**src/design/udp_frame_clone_classifier_top_defines.svh**
```systemverilog
// Assertion macros for the UDP frame clone classifier.
// Included by the top level; expects signals named clk and rst in scope.
`ifndef UDP_FRAME_CLONE_CLASSIFIER_TOP_DEFINES_SVH
`define UDP_FRAME_CLONE_CLASSIFIER_TOP_DEFINES_SVH

// Same-cycle implication, disabled during reset
`define UFCC_ASSERT_NOW(label, ante, cons, msg) \
  label: assert property (@(posedge clk) disable iff (rst) (ante) |-> (cons)) \
    else $error(msg);

// Next-cycle implication, disabled during reset
`define UFCC_ASSERT_NEXT(label, ante, cons, msg) \
  label: assert property (@(posedge clk) disable iff (rst) (ante) |=> (cons)) \
    else $error(msg);

`endif

```
**src/design/ufcc_pkg.sv**
```systemverilog
// Shared types and constants for the UDP frame clone classifier.
// No dependencies; imported by every module of the block.
package ufcc_pkg;

  // Verdict codes
  typedef enum logic [1:0] {
    VERDICT_PASS  = 2'd0,
    VERDICT_BACK  = 2'd1,
    VERDICT_CLONE = 2'd2
  } verdict_t;

  // Configuration register indexes
  localparam logic CFG_MATCH_PORT  = 1'b0;
  localparam logic CFG_CLONE_COUNT = 1'b1;

  localparam logic [15:0] MATCH_PORT_RESET  = 16'd8901;
  localparam logic [26:0] CLONE_COUNT_RESET = 27'd4;

  localparam logic [15:0] ETH_IPV4  = 16'h0800;
  localparam logic [7:0]  PROTO_UDP = 8'd17;

  // Fields captured over one frame, handed over on its last byte
  typedef struct packed {
    logic [47:0] dst_mac;
    logic [47:0] src_mac;
    logic [15:0] ethertype;
    logic [7:0]  protocol;
    logic [31:0] dest_addr;
    logic [19:0] partial_sum;
    logic [15:0] udp_port;
    logic        meta_flag;
    logic [31:0] meta_value;
    logic        len_ok;
  } frame_rec_t;

  // Decision for one frame, before the checksum fold
  typedef struct packed {
    verdict_t    verdict;
    logic [26:0] copies;
    logic        macs_swapped;
    logic        header_rewritten;
    logic [47:0] dst_mac;
    logic [47:0] src_mac;
    logic [31:0] dest_addr;
    logic [19:0] partial_sum;
  } class_rec_t;

endpackage

```
**src/design/ufcc_parser.sv**
```systemverilog
// Byte parser: captures header fields and the running header sum per byte.
// Depends on ufcc_pkg; hands a frame record to the classify stage.
module ufcc_parser (
  input  logic               clk,
  input  logic               rst,
  input  logic               in_valid,
  output logic               in_ready,
  input  logic [7:0]         data_byte,
  input  logic               last_byte,
  input  logic               meta_present,
  input  logic signed [31:0] meta_count,
  output logic               rec_valid,
  output ufcc_pkg::frame_rec_t rec,
  input  logic               rec_ready
);
  import ufcc_pkg::*;

  logic [15:0] byte_position;
  logic [47:0] dest_mac_reg;
  logic [47:0] src_mac_reg;
  logic [15:0] ethertype_reg;
  logic [3:0]  header_words;
  logic [7:0]  protocol_reg;
  logic [31:0] dest_addr_reg;
  logic [19:0] partial_sum;
  logic [7:0]  high_byte_hold;
  logic [15:0] udp_port_reg;
  logic        meta_flag_reg;
  logic [31:0] meta_value_reg;

  logic [15:0] byte_position_next;
  logic [47:0] dest_mac_next;
  logic [47:0] src_mac_next;
  logic [15:0] ethertype_next;
  logic [3:0]  header_words_next;
  logic [7:0]  protocol_next;
  logic [31:0] dest_addr_next;
  logic [19:0] partial_sum_next;
  logic [7:0]  high_byte_hold_next;
  logic [15:0] udp_port_next;
  logic        meta_flag_next;
  logic [31:0] meta_value_next;

  logic        first;
  logic        accept;
  logic [15:0] p;
  logic [6:0]  udp_start;
  logic [6:0]  udp_port_hi_pos;
  logic [6:0]  udp_port_lo_pos;
  logic [6:0]  udp_end_pos;

  assign p        = byte_position;
  assign first    = (byte_position == 16'd0);
  assign in_ready = !rec_valid || rec_ready;
  assign accept   = in_valid && in_ready;

  // Field capture: start from cleared fields and fresh metadata on the first byte of a frame
  always_comb begin
    dest_mac_next       = first ? 48'd0 : dest_mac_reg;
    src_mac_next        = first ? 48'd0 : src_mac_reg;
    ethertype_next      = first ? 16'd0 : ethertype_reg;
    header_words_next   = first ? 4'd0  : header_words;
    protocol_next       = first ? 8'd0  : protocol_reg;
    dest_addr_next      = first ? 32'd0 : dest_addr_reg;
    partial_sum_next    = first ? 20'd0 : partial_sum;
    high_byte_hold_next = first ? 8'd0  : high_byte_hold;
    udp_port_next       = first ? 16'd0 : udp_port_reg;
    meta_flag_next      = first ? meta_present : meta_flag_reg;
    meta_value_next     = first ? meta_count   : meta_value_reg;

    if (p < 16'd6) begin
      dest_mac_next = {dest_mac_next[39:0], data_byte};
    end else if (p < 16'd12) begin
      src_mac_next = {src_mac_next[39:0], data_byte};
    end else if (p < 16'd14) begin
      ethertype_next = {ethertype_next[7:0], data_byte};
    end

    if (p == 16'd14) begin
      header_words_next = data_byte[3:0];
    end
    if (p == 16'd23) begin
      protocol_next = data_byte;
    end
    if (p >= 16'd30 && p < 16'd34) begin
      dest_addr_next = {dest_addr_next[23:0], data_byte};
    end

    // Header word sum, skipping the checksum word
    if (p >= 16'd14 && p < 16'd30 && p != 16'd24 && p != 16'd25) begin
      if (!p[0]) begin
        high_byte_hold_next = data_byte;
      end else begin
        partial_sum_next = partial_sum_next + {4'd0, high_byte_hold_next, data_byte};
      end
    end

    // UDP destination port follows the IP header
    udp_start       = 7'd14 + {1'b0, header_words_next, 2'b00};
    udp_port_hi_pos = udp_start + 7'd2;
    udp_port_lo_pos = udp_start + 7'd3;
    udp_end_pos     = udp_start + 7'd7;
    if (p == {9'd0, udp_port_hi_pos}) begin
      udp_port_next = {data_byte, 8'd0};
    end else if (p == {9'd0, udp_port_lo_pos}) begin
      udp_port_next = {udp_port_next[15:8], data_byte};
    end

    // Advance position, saturating, and restart after the last byte
    if (last_byte) begin
      byte_position_next = 16'd0;
    end else if (p != 16'hFFFF) begin
      byte_position_next = p + 16'd1;
    end else begin
      byte_position_next = p;
    end
  end

  // Frame state
  always_ff @(posedge clk) begin
    if (rst) begin
      byte_position <= 16'd0;
    end else if (accept) begin
      byte_position <= byte_position_next;
    end
  end

  always_ff @(posedge clk) begin
    if (accept) begin
      dest_mac_reg   <= dest_mac_next;
      src_mac_reg    <= src_mac_next;
      ethertype_reg  <= ethertype_next;
      header_words   <= header_words_next;
      protocol_reg   <= protocol_next;
      dest_addr_reg  <= dest_addr_next;
      partial_sum    <= partial_sum_next;
      high_byte_hold <= high_byte_hold_next;
      udp_port_reg   <= udp_port_next;
      meta_flag_reg  <= meta_flag_next;
      meta_value_reg <= meta_value_next;
    end
  end

  // Frame record: load on the last byte, drop once taken
  always_ff @(posedge clk) begin
    if (rst) begin
      rec_valid <= 1'b0;
    end else if (accept && last_byte) begin
      rec_valid <= 1'b1;
    end else if (rec_ready) begin
      rec_valid <= 1'b0;
    end
  end

  always_ff @(posedge clk) begin
    if (accept && last_byte) begin
      rec.dst_mac     <= dest_mac_next;
      rec.src_mac     <= src_mac_next;
      rec.ethertype   <= ethertype_next;
      rec.protocol    <= protocol_next;
      rec.dest_addr   <= dest_addr_next;
      rec.partial_sum <= partial_sum_next;
      rec.udp_port    <= udp_port_next;
      rec.meta_flag   <= meta_flag_next;
      rec.meta_value  <= meta_value_next;
      rec.len_ok      <= (p >= 16'd33) && (p >= {9'd0, udp_end_pos});
    end
  end

endmodule

```
**src/design/ufcc_classify.sv**
```systemverilog
// Classify stage: matches the frame and picks verdict and rewrites.
// Depends on ufcc_pkg; takes a frame record, gives a decision record.
module ufcc_classify (
  input  logic                 clk,
  input  logic                 rst,
  input  logic [15:0]          match_port,
  input  logic [26:0]          clone_count,
  input  logic                 rec_valid,
  input  ufcc_pkg::frame_rec_t rec,
  output logic                 rec_ready,
  output logic                 cls_valid,
  output ufcc_pkg::class_rec_t cls,
  input  logic                 cls_ready
);
  import ufcc_pkg::*;

  class_rec_t cls_next;
  logic       matched;

  assign rec_ready = !cls_valid || cls_ready;

  // Decide the verdict for a handled frame
  always_comb begin
    matched = rec.len_ok && (rec.ethertype == ETH_IPV4) &&
              (rec.protocol == PROTO_UDP) && (rec.udp_port == match_port);

    cls_next.verdict          = VERDICT_PASS;
    cls_next.copies           = 27'd0;
    cls_next.macs_swapped     = 1'b0;
    cls_next.header_rewritten = 1'b0;
    cls_next.dst_mac          = rec.dst_mac;
    cls_next.src_mac          = rec.src_mac;
    cls_next.dest_addr        = rec.dest_addr;
    cls_next.partial_sum      = rec.partial_sum;

    if (matched) begin
      if (!rec.meta_flag) begin
        cls_next.verdict = VERDICT_CLONE;
        cls_next.copies  = clone_count;
      end else if (rec.meta_value == 32'd0) begin
        cls_next.dst_mac      = rec.src_mac;
        cls_next.src_mac      = rec.dst_mac;
        cls_next.macs_swapped = 1'b1;
      end else if (!rec.meta_value[31]) begin
        cls_next.dest_addr        = rec.dest_addr + rec.meta_value;
        cls_next.header_rewritten = 1'b1;
        cls_next.verdict          = VERDICT_BACK;
      end
    end
  end

  always_ff @(posedge clk) begin
    if (rst) begin
      cls_valid <= 1'b0;
    end else if (rec_ready) begin
      cls_valid <= rec_valid;
    end
  end

  always_ff @(posedge clk) begin
    if (rec_ready && rec_valid) begin
      cls <= cls_next;
    end
  end

endmodule

```
**src/design/ufcc_csum.sv**
```systemverilog
// Checksum stage: folds the new address into the header sum, holds results.
// Depends on ufcc_pkg; drives the result ports of the top level.
module ufcc_csum (
  input  logic                 clk,
  input  logic                 rst,
  input  logic                 cls_valid,
  input  ufcc_pkg::class_rec_t cls,
  output logic                 cls_ready,
  output logic                 out_valid,
  input  logic                 out_ready,
  output logic [1:0]           verdict,
  output logic [26:0]          copies,
  output logic                 macs_swapped,
  output logic                 header_rewritten,
  output logic [47:0]          new_dst_mac,
  output logic [47:0]          new_src_mac,
  output logic [31:0]          new_dest_addr,
  output logic [15:0]          new_ip_checksum
);
  import ufcc_pkg::*;

  logic [20:0] sum_raw;
  logic [16:0] sum_fold1;
  logic [15:0] sum_fold2;
  logic [15:0] csum_next;

  assign cls_ready = !out_valid || out_ready;

  // Ones-complement fold; two passes clear every carry
  always_comb begin
    sum_raw   = {1'b0, cls.partial_sum} + {5'd0, cls.dest_addr[31:16]} +
                {5'd0, cls.dest_addr[15:0]};
    sum_fold1 = {1'b0, sum_raw[15:0]} + {12'd0, sum_raw[20:16]};
    sum_fold2 = sum_fold1[15:0] + {15'd0, sum_fold1[16]};
    csum_next = cls.header_rewritten ? ~sum_fold2 : 16'd0;
  end

  always_ff @(posedge clk) begin
    if (rst) begin
      out_valid <= 1'b0;
    end else if (cls_ready) begin
      out_valid <= cls_valid;
    end
  end

  // Result register
  always_ff @(posedge clk) begin
    if (cls_ready && cls_valid) begin
      verdict          <= cls.verdict;
      copies           <= cls.copies;
      macs_swapped     <= cls.macs_swapped;
      header_rewritten <= cls.header_rewritten;
      new_dst_mac      <= cls.dst_mac;
      new_src_mac      <= cls.src_mac;
      new_dest_addr    <= cls.dest_addr;
      new_ip_checksum  <= csum_next;
    end
  end

endmodule

```
**src/design/udp_frame_clone_classifier_top.sv**
```systemverilog
// Throughput: one frame byte per cycle while results drain; a stalled result output
// backs up into the input. A frame's result passes the parser record, classify and
// checksum registers in series after the edge that transfers its last byte.
// Reset clears the byte position and all stage valid flags; match_port returns
// to 8901 and clone_count to 4. Depends on ufcc_pkg and the parser, classify and
// checksum stages; assertion macros come from the defines header.
module udp_frame_clone_classifier_top (
  input  logic               clk,
  input  logic               rst,
  input  logic               cfg_wr_en,
  input  logic               cfg_index,
  input  logic [26:0]        cfg_data,
  input  logic               in_valid,
  output logic               in_ready,
  input  logic [7:0]         data_byte,
  input  logic               last_byte,
  input  logic               meta_present,
  input  logic signed [31:0] meta_count,
  output logic               out_valid,
  input  logic               out_ready,
  output logic [1:0]         verdict,
  output logic [26:0]        copies,
  output logic               macs_swapped,
  output logic               header_rewritten,
  output logic [47:0]        new_dst_mac,
  output logic [47:0]        new_src_mac,
  output logic [31:0]        new_dest_addr,
  output logic [15:0]        new_ip_checksum
);
  import ufcc_pkg::*;

  `include "udp_frame_clone_classifier_top_defines.svh"

  logic [15:0] match_port;
  logic [26:0] clone_count;
  logic        rec_valid;
  logic        rec_ready;
  frame_rec_t  rec;
  logic        cls_valid;
  logic        cls_ready;
  class_rec_t  cls;

  // Configuration registers
  always_ff @(posedge clk) begin
    if (rst) begin
      match_port  <= MATCH_PORT_RESET;
      clone_count <= CLONE_COUNT_RESET;
    end else if (cfg_wr_en) begin
      unique case (cfg_index)
        CFG_MATCH_PORT:  match_port  <= cfg_data[15:0];
        CFG_CLONE_COUNT: clone_count <= cfg_data;
        default: ;
      endcase
    end
  end

  ufcc_parser u_parser (
    .clk          (clk),
    .rst          (rst),
    .in_valid     (in_valid),
    .in_ready     (in_ready),
    .data_byte    (data_byte),
    .last_byte    (last_byte),
    .meta_present (meta_present),
    .meta_count   (meta_count),
    .rec_valid    (rec_valid),
    .rec          (rec),
    .rec_ready    (rec_ready)
  );

  ufcc_classify u_classify (
    .clk         (clk),
    .rst         (rst),
    .match_port  (match_port),
    .clone_count (clone_count),
    .rec_valid   (rec_valid),
    .rec         (rec),
    .rec_ready   (rec_ready),
    .cls_valid   (cls_valid),
    .cls         (cls),
    .cls_ready   (cls_ready)
  );

  ufcc_csum u_csum (
    .clk              (clk),
    .rst              (rst),
    .cls_valid        (cls_valid),
    .cls              (cls),
    .cls_ready        (cls_ready),
    .out_valid        (out_valid),
    .out_ready        (out_ready),
    .verdict          (verdict),
    .copies           (copies),
    .macs_swapped     (macs_swapped),
    .header_rewritten (header_rewritten),
    .new_dst_mac      (new_dst_mac),
    .new_src_mac      (new_src_mac),
    .new_dest_addr    (new_dest_addr),
    .new_ip_checksum  (new_ip_checksum)
  );

  // Checks
  `UFCC_ASSERT_NEXT(a_last_makes_record, in_valid && in_ready && last_byte, rec_valid, "last byte transfer did not produce a frame record")
  `UFCC_ASSERT_NOW(a_clone_no_rewrite, out_valid && (verdict == VERDICT_CLONE), !macs_swapped && !header_rewritten, "clone verdict with rewritten fields")
  `UFCC_ASSERT_NOW(a_csum_only_on_rewrite, out_valid && !header_rewritten, new_ip_checksum == 16'd0, "checksum set without header rewrite")
  `UFCC_ASSERT_NOW(a_copies_only_on_clone, out_valid && (copies != 27'd0), verdict == VERDICT_CLONE, "copies set outside clone verdict")

endmodule

```
**config.mk**
```make
export PLATFORM = sky130hd
export DESIGN_NAME = udp_frame_clone_classifier_top
export DESIGN_NICKNAME = d
export VERILOG_FILES = /design/src/design/ufcc_pkg.sv /design/src/design/ufcc_parser.sv /design/src/design/ufcc_classify.sv /design/src/design/ufcc_csum.sv /design/src/design/udp_frame_clone_classifier_top.sv
export VERILOG_INCLUDE_DIRS = /design/src /design/src/design
export SDC_FILE = /design/constraint.sdc
export NUM_CORES = 1
export LEC_CHECK = 0
export BUFFER_PORTS_ARGS = -buffer_cell sky130_fd_sc_hd__buf_2
export CAP_MARGIN = 20
export CORE_UTILIZATION = 30
export DETAILED_ROUTE_END_ITERATION = 6
export PLACE_DENSITY = 0.58
export SLEW_MARGIN = 20
export SYNTH_ARGS = -nofsm -noshare
export SYNTH_HDL_FRONTEND = slang
export SYNTH_HIERARCHICAL = 1
export SYNTH_SLANG_ARGS = --single-unit
```
**constraint.sdc**
```tcl
create_clock -name clk -period 10.8 [get_ports clk]
set_input_delay 0.54 -clock clk [delete_from_list [all_inputs] [get_ports clk]]
set_output_delay 0.54 -clock clk [all_outputs]
set_load 0.01 [all_outputs]
```
# Word-level counts from Yosys, hierarchy flattened
# Cells that the tools add are included.
[classes]
shifts = 0
n_eq_ne = 10
n_bitwise = 4
div = 0
n_reduce_logical = 28
magnitude_cmp = 9
mux = 40
add_sub_neg = 11
multipliers = 0
[ops]
columns = ["cell", "n"]
rows = [
  ["128-bit 2-to-1 mux", 2],
  ["48-bit 2-to-1 mux", 5],
  ["32-bit 2-to-1 mux", 5],
  ["16-bit 2-to-1 mux", 8],
  ["96-bit 2-to-1 mux", 1],
  ["20-bit 2-to-1 mux", 3],
  ["8-bit 2-to-1 mux", 6],
  ["32-bit adder", 1],
  ["16-bit by 7-bit == test with 1-bit output", 2],
  ["32-bit logical NOT", 1],
  ["16-bit by 4-bit < comparator with 1-bit output, second input constant", 2],
  ["16-bit by 5-bit != test with 1-bit output, second input constant", 2],
  ["20-bit by 16-bit adder with 21-bit output", 1],
  ["21-bit by 16-bit adder with 21-bit output", 1],
  ["20-bit by 16-bit adder with 20-bit output", 1],
  ["16-bit by 5-bit adder with 17-bit output", 1],
  ["16-bit by 1-bit adder with 16-bit output", 1],
  ["16-bit by 1-bit adder with 16-bit output, second input constant", 1],
  ["16-bit by 12-bit == test with 1-bit output, second input constant", 1],
  ["16-bit == test", 1],
  ["16-bit by 4-bit == test with 1-bit output, second input constant", 1],
  ["16-bit by 5-bit == test with 1-bit output, second input constant", 1],
  ["16-bit by 4-bit greater-or-equal comparator with 1-bit output, second input constant", 1],
  ["16-bit by 5-bit greater-or-equal comparator with 1-bit output, second input constant", 1],
  ["23 further kinds", 52],
]
[word_totals]
memories = 0
latchBits = 0
regBits = 871
mem_bits_ro = 0
ram_bits = 0
word_cells = 146

# Depth between registers and ports, before layout
[logic_depth]
ltp_word = 8
ltp_mapped = 27

# Hierarchy
# The synthesis kept the hierarchy.
[modules_own_cells]
columns = ["module", "instances", "cells_per_inst", "area_each_um2"]
rows = [
  ["ufcc_parser", 1, 1510, 19332.3],
  ["ufcc_classify", 1, 875, 9155.0],
  ["ufcc_csum", 1, 453, 7483.4],
  ["udp_frame_clone_classifier_top", 1, 182, 1816.7],
]

# Worst setup path after synthesis
# OpenSTA, ideal clock, no wires.
[synth_path]
kind = "input to register"
from = "input port out_ready"
to = "register u_parser/rec[0] (netlist name)"
required_ns = 10.231
path_buffers = 0
setup_ns = 0.569
stages = 7
arrival_time_ns = 10.543
setup_slack_ns = -0.312
path_cell_list = "nand2b_1 > nand2b_1 > nand2b_1 > nand2_1 > inv_1 > nand2_1 > inv_1"
[synth_between]
elab_chain_cells = 5
[synth_lines]
columns = ["element", "line", "rtl"]
rows = [
  ["from (decl)", "udp_frame_clone_classifier_top.sv:20", "input logic out_ready,"],
  ["1-bit logical OR", "ufcc_csum.sv:27", "assign cls_ready = !out_valid || out_ready;"],
  ["1-bit logical OR", "ufcc_classify.sv:20", "assign rec_ready = !cls_valid || cls_ready;"],
  ["named net rec_ready", "udp_frame_clone_classifier_top.sv:37", "logic rec_ready;"],
  ["1-bit logical OR", "ufcc_parser.sv:54", "assign in_ready = !rec_valid || rec_ready;"],
  ["named net in_ready", "udp_frame_clone_classifier_top.sv:14", "output logic in_ready,"],
  ["1-bit logical AND", "ufcc_parser.sv:55", "assign accept = in_valid && in_ready;"],
  ["named net u_parser.accept", "ufcc_parser.sv:45", "logic accept;"],
  ["1-bit logical AND", "ufcc_parser.sv:156", "if (accept && last_byte) begin"],
]
# The timed path passes the listed nets, and every way through them passes these cells.
# A chain may end at the register's enable or synchronous reset.

# Final worst setup path
[layout_path]
from = "register u_classify/cls[1] (netlist name)"
to = "register u_csum.new_ip_checksum[12] (data pin)"
[layout_between]
elab_chain_cells = 5
[layout_lines]
columns = ["element", "line", "rtl"]
rows = [
  ["20-bit by 16-bit adder with 21-bit output", "ufcc_csum.sv:31", "sum_raw = {1'b0, cls.partial_sum} + {5'd0, cls.dest_addr[31:16]} +"],
  ["21-bit by 16-bit adder with 21-bit output", "ufcc_csum.sv:31", ""],
  ["16-bit by 5-bit adder with 17-bit output", "ufcc_csum.sv:33", "sum_fold1 = {1'b0, sum_raw[15:0]} + {12'd0, sum_raw[20:16]};"],
  ["16-bit by 1-bit adder with 16-bit output", "ufcc_csum.sv:34", "sum_fold2 = sum_fold1[15:0] + {15'd0, sum_fold1[16]};"],
  ["16-bit NOT", "ufcc_csum.sv:35", "csum_next = cls.header_rewritten ? ~sum_fold2 : 16'd0;"],
  ["to (signal assigned)", "ufcc_csum.sv:56", "new_ip_checksum <= csum_next;"],
  ["to (decl)", "ufcc_csum.sv:18", "output logic [15:0] new_ip_checksum"],
]
# Every way passes these cells.

==> metrics.md <==
| Metric | Value |
|---|---|
| Total Wirelength | `94.1 mm` |
| Pins over their slew limit | `0` |
| Total grt overflow | `0` |
| Syn. warnings | `6` |
| DRT Pass-1 Iters | `5` |
| Hold Slack | `0.125 ns` |
| Max Buffers Root-to-Sink | `3` |
| Hold depth | `3` |
| Setup WS pre-CTS | `4.25 ns` |
| Startpoint types | `flip-flop` |
| Power per cell area | `176 nW/um2` |
| FP Rows | `129` |
| Initial Util | `30.4%` |
| Clock Sinks | `870` |
| Lkg Pwr | `0.0162 uW` |
| Vias in the first global route | `23100` |
| Synth Cell Area | `37800 um2` |
| Commonest non-fill, non-tap cell in the layout | `edfxtp_1` |
| Die area | `127000 um2` |
| FF+latch area | `25500 um2` |
| Clk_lat worst skew | `0.69 ns` |
| Worst hold-check path type | `input pin to flip-flop` |
| Endpoint class of the critical path | `flip-flop` |
| Seq/Total Area, Yosys | `67.5%` |
| # H-tree levels | `3` |
| Chip width | `357 um` |
| DR iter-0 viols | `1801` |
| GRT Total Usage | `14.5%` |
| Syn Nets | `3194` |
| Worst-path maximum fanout | `6` |
| Post-synth EDFFs | `808` |
| Fin crit share | `60.6%` |
| Area occupied by multi-input gates | `11500 um2` |
| Die Ht | `357 um` |
| Reg2Reg Depth | `27` |
| Synth cell types | `97` |
| Yosys reg bits | `870` |
| Worst r2r dst | `u_csum/new_ip_checksum[12]$_SDFFCE_PN0P_` |
| Layout area overhead | `16.2%` |
| Max Cap Viol | `0` |
| CTS Root Cell | `clkbuf_16` |
| CTS Hold Buffers Added | `0` |
| Detail Route Antenna Nets | `0` |
| Via/cell ratio | `4.77` |
| Hold_sp | `cfg_data[26]` |
| Pin count of the biggest net entering global routing | `97` |
| Reg2reg start | `u_classify/cls[1]$_DFFE_PP_` |
| Fmax | `153 MHz` |
| Top reg by flops | `u_parser/rec` |
| Core area | `124000 um2` |
| Largest register FFs | `222` |
| Fin cells | `4972` |
| CP Data Arrival Time | `6.96 ns` |
| Layout cells sized above 1 | `15.1%` |
| Hold EP | `clone_count[26]$_SDFFE_PP0P_` |
| Slew @ Worst Pin | `1.11 ns` |
| Post-CTS sizing | `0` |
| Gpl congestion | `0.850` |
| Post-detail-place hpwl | `62.8 mm` |
| Synth Flop Type | `edfxtp_1` |
| Crit path kind | `flip-flop to flip-flop` |
| Nets | `3430` |
| Routed length per instance | `18.9 um` |
| Min Tclk post-route | `6.55 ns` |
| First-pass GRT wire length | `142 mm` |
| CTS tree | `built` |
| Setup Buffers After CTS | `0` |
| Skew final | `0.0583 ns` |
| Post-synth ARST share | `0%` |
| Max-slew headroom | `26.3%` |
| Ports | `252` |
| Finish-stage setup viols | `0` |
| Required @ worst endpoint | `11.21 ns` |
| Peak VDD IR | `0.121 mV` |
| IO buf count | `251` |
| Syn avg cell area | `12.5 um2` |
| R2R Setup Slk | `4.25 ns` |
| RSZ-0062 raised after global routing | `no` |
| Setup ws final | `4.25 ns` |
| Status | `completed` |
| Vias | `23700` |
| Cell count after synthesis | `3020` |
| Most frequent cells in the layout | `edfxtp_1 (808), nand2_1 (775), buf_2 (251), a21oi_1 (203), o21ai_0 (104)` |
| Max incr delay on CP | `0.55 ns` |
| Crit path max-delay cell type | `fa_1` |
| Clock-pin slew on the worst setup and hold paths | `0.06 ns` |
| Number of fill cells | `12200` |
| Total CTS buffers | `96` |
| Initial antenna violation count | `8` |
| Placed Instances | `4794` |
| Final hold vios | `0` |
| Drt drc | `0` |
| Setup_tns | `0 ns` |
| Top flop regs | `u_parser/rec (222), u_classify/cls (178)` |
==> power by group <==
group / leakage (uW) / switching (uW) / internal, uW / total, uW
combinational: 0.00645 / 368 / 191 / 559
clock: 0.00150 / 1370 / 1910 / 3270
sequential: 0.00826 / 62.9 / 3830 / 3890
total: 0.0162 / 1800 / 5930 / 7720
==> layer usage <==
layer | GRT usage (%) | wire (um) | up-vias
met5 | 0 | 101 | -
met4 | 4.38 | 2310 | 16
met3 | 2.47 | 5080 | 146
met2 | 22.7 | 43200 | 591
met1 | 20.3 | 43500 | 11600
li1 | - | - | 11400
==> how the worst max path moves through the flow <==
stage	start	to	slack, ns	cells past startpoint
final	u_classify/cls[1]$_DFFE_PP_	u_csum/new_ip_checksum[12]$_SDFFCE_PN0P_	4.25	27
after global routing	u_classify/cls[1]$_DFFE_PP_	u_csum/new_ip_checksum[12]$_SDFFCE_PN0P_	3.70	27
after CTS	u_classify/cls[1]$_DFFE_PP_	u_csum/new_ip_checksum[12]$_SDFFCE_PN0P_	4.23	27
after detailed placement	u_classify/cls[1]$_DFFE_PP_	u_csum/new_ip_checksum[12]$_SDFFCE_PN0P_	4.25	27
after global placement	u_classify/cls[1]$_DFFE_PP_	u_csum/new_ip_checksum[12]$_SDFFCE_PN0P_	4.32	27
after floorplan	out_ready	u_parser/rec[0]$_DFFE_PP_	2.15	7
==> cell families after synthesis <==
family                     Yosys count  share of synthesized area [%]
AOI/OAI and AO/OA                  478                           7.93
xor gates and xnor gates           104                           2.43
adders and majority gates           99                           3.68
buffers and inverters              193                           2.24
DFF                                870                           67.5
muxes                               58                           1.58
and+or+nand+nor                   1218                           14.6
==> synthesized netlist by cell type, drive strengths merged, types with 12 or more instances <==
library cell | n | area share, %
ha | 79 | 2.6
o21ai | 109 | 1.5
edfxtp | 808 | 64
a21oi | 204 | 2.7
nor4 | 19 | 0.44
xor2 | 48 | 1.1
a211oi | 17 | 0.38
nand3 | 75 | 0.99
fa | 20 | 1.1
nand2b | 40 | 0.67
and3 | 46 | 0.76
dfxtp | 62 | 3.3
and2 | 16 | 0.26
clkbuf | 87 | 0.86
nor2 | 92 | 0.91
buf | 55 | 0.87
xnor2 | 56 | 1.3
o31ai | 12 | 0.25
inv | 51 | 0.51
nand2 | 777 | 7.7
a21bo | 16 | 0.42
nand4 | 26 | 0.43
or3 | 16 | 0.28
mux2 | 14 | 0.42
a21o | 26 | 0.52
o211ai | 17 | 0.35
mux2i | 44 | 1.2
nor3 | 22 | 0.30
nor2b | 32 | 0.56
==> critical path, delay by kind of cell, from the launching register on <==
kind | cells | cell delay, ns
flip-flops | 1 | 0.40
XOR/XNOR | 1 | 0.23
adder cells (fa/ha/maj) | 6 | 1.93
AO/OA/AOI/OAI | 9 | 1.88
AND/OR/NAND/NOR | 8 | 1.60
buffers and inverters | 2 | 0.16
multiplexers | 1 | 0.11
==> layout make-up <==
cell class                      count  share of cell area (%)
Clock buffer                      122                    5.77
Tap cell                         1637                    4.67
Sequential cell                   870                    58.1
Inverter                           51                   0.462
Multi-Input combinational cell   1957                    26.2
Antenna cell                        1                 0.00570
Clock inverter                     54                    1.41
Timing Repair Buffer              280                    3.40
==> stage by stage <==
step,instance area [um2],total power [uW],utilization [%]
after floorplan,37800,4350,-
after detailed placement,40700,4520,32.8
after global placement,40700,4510,32.8
final,43900,7720,35.3
after CTS,43900,7830,35.3
after global routing,43900,8010,35.3
(Power assumes the default switching activity.)
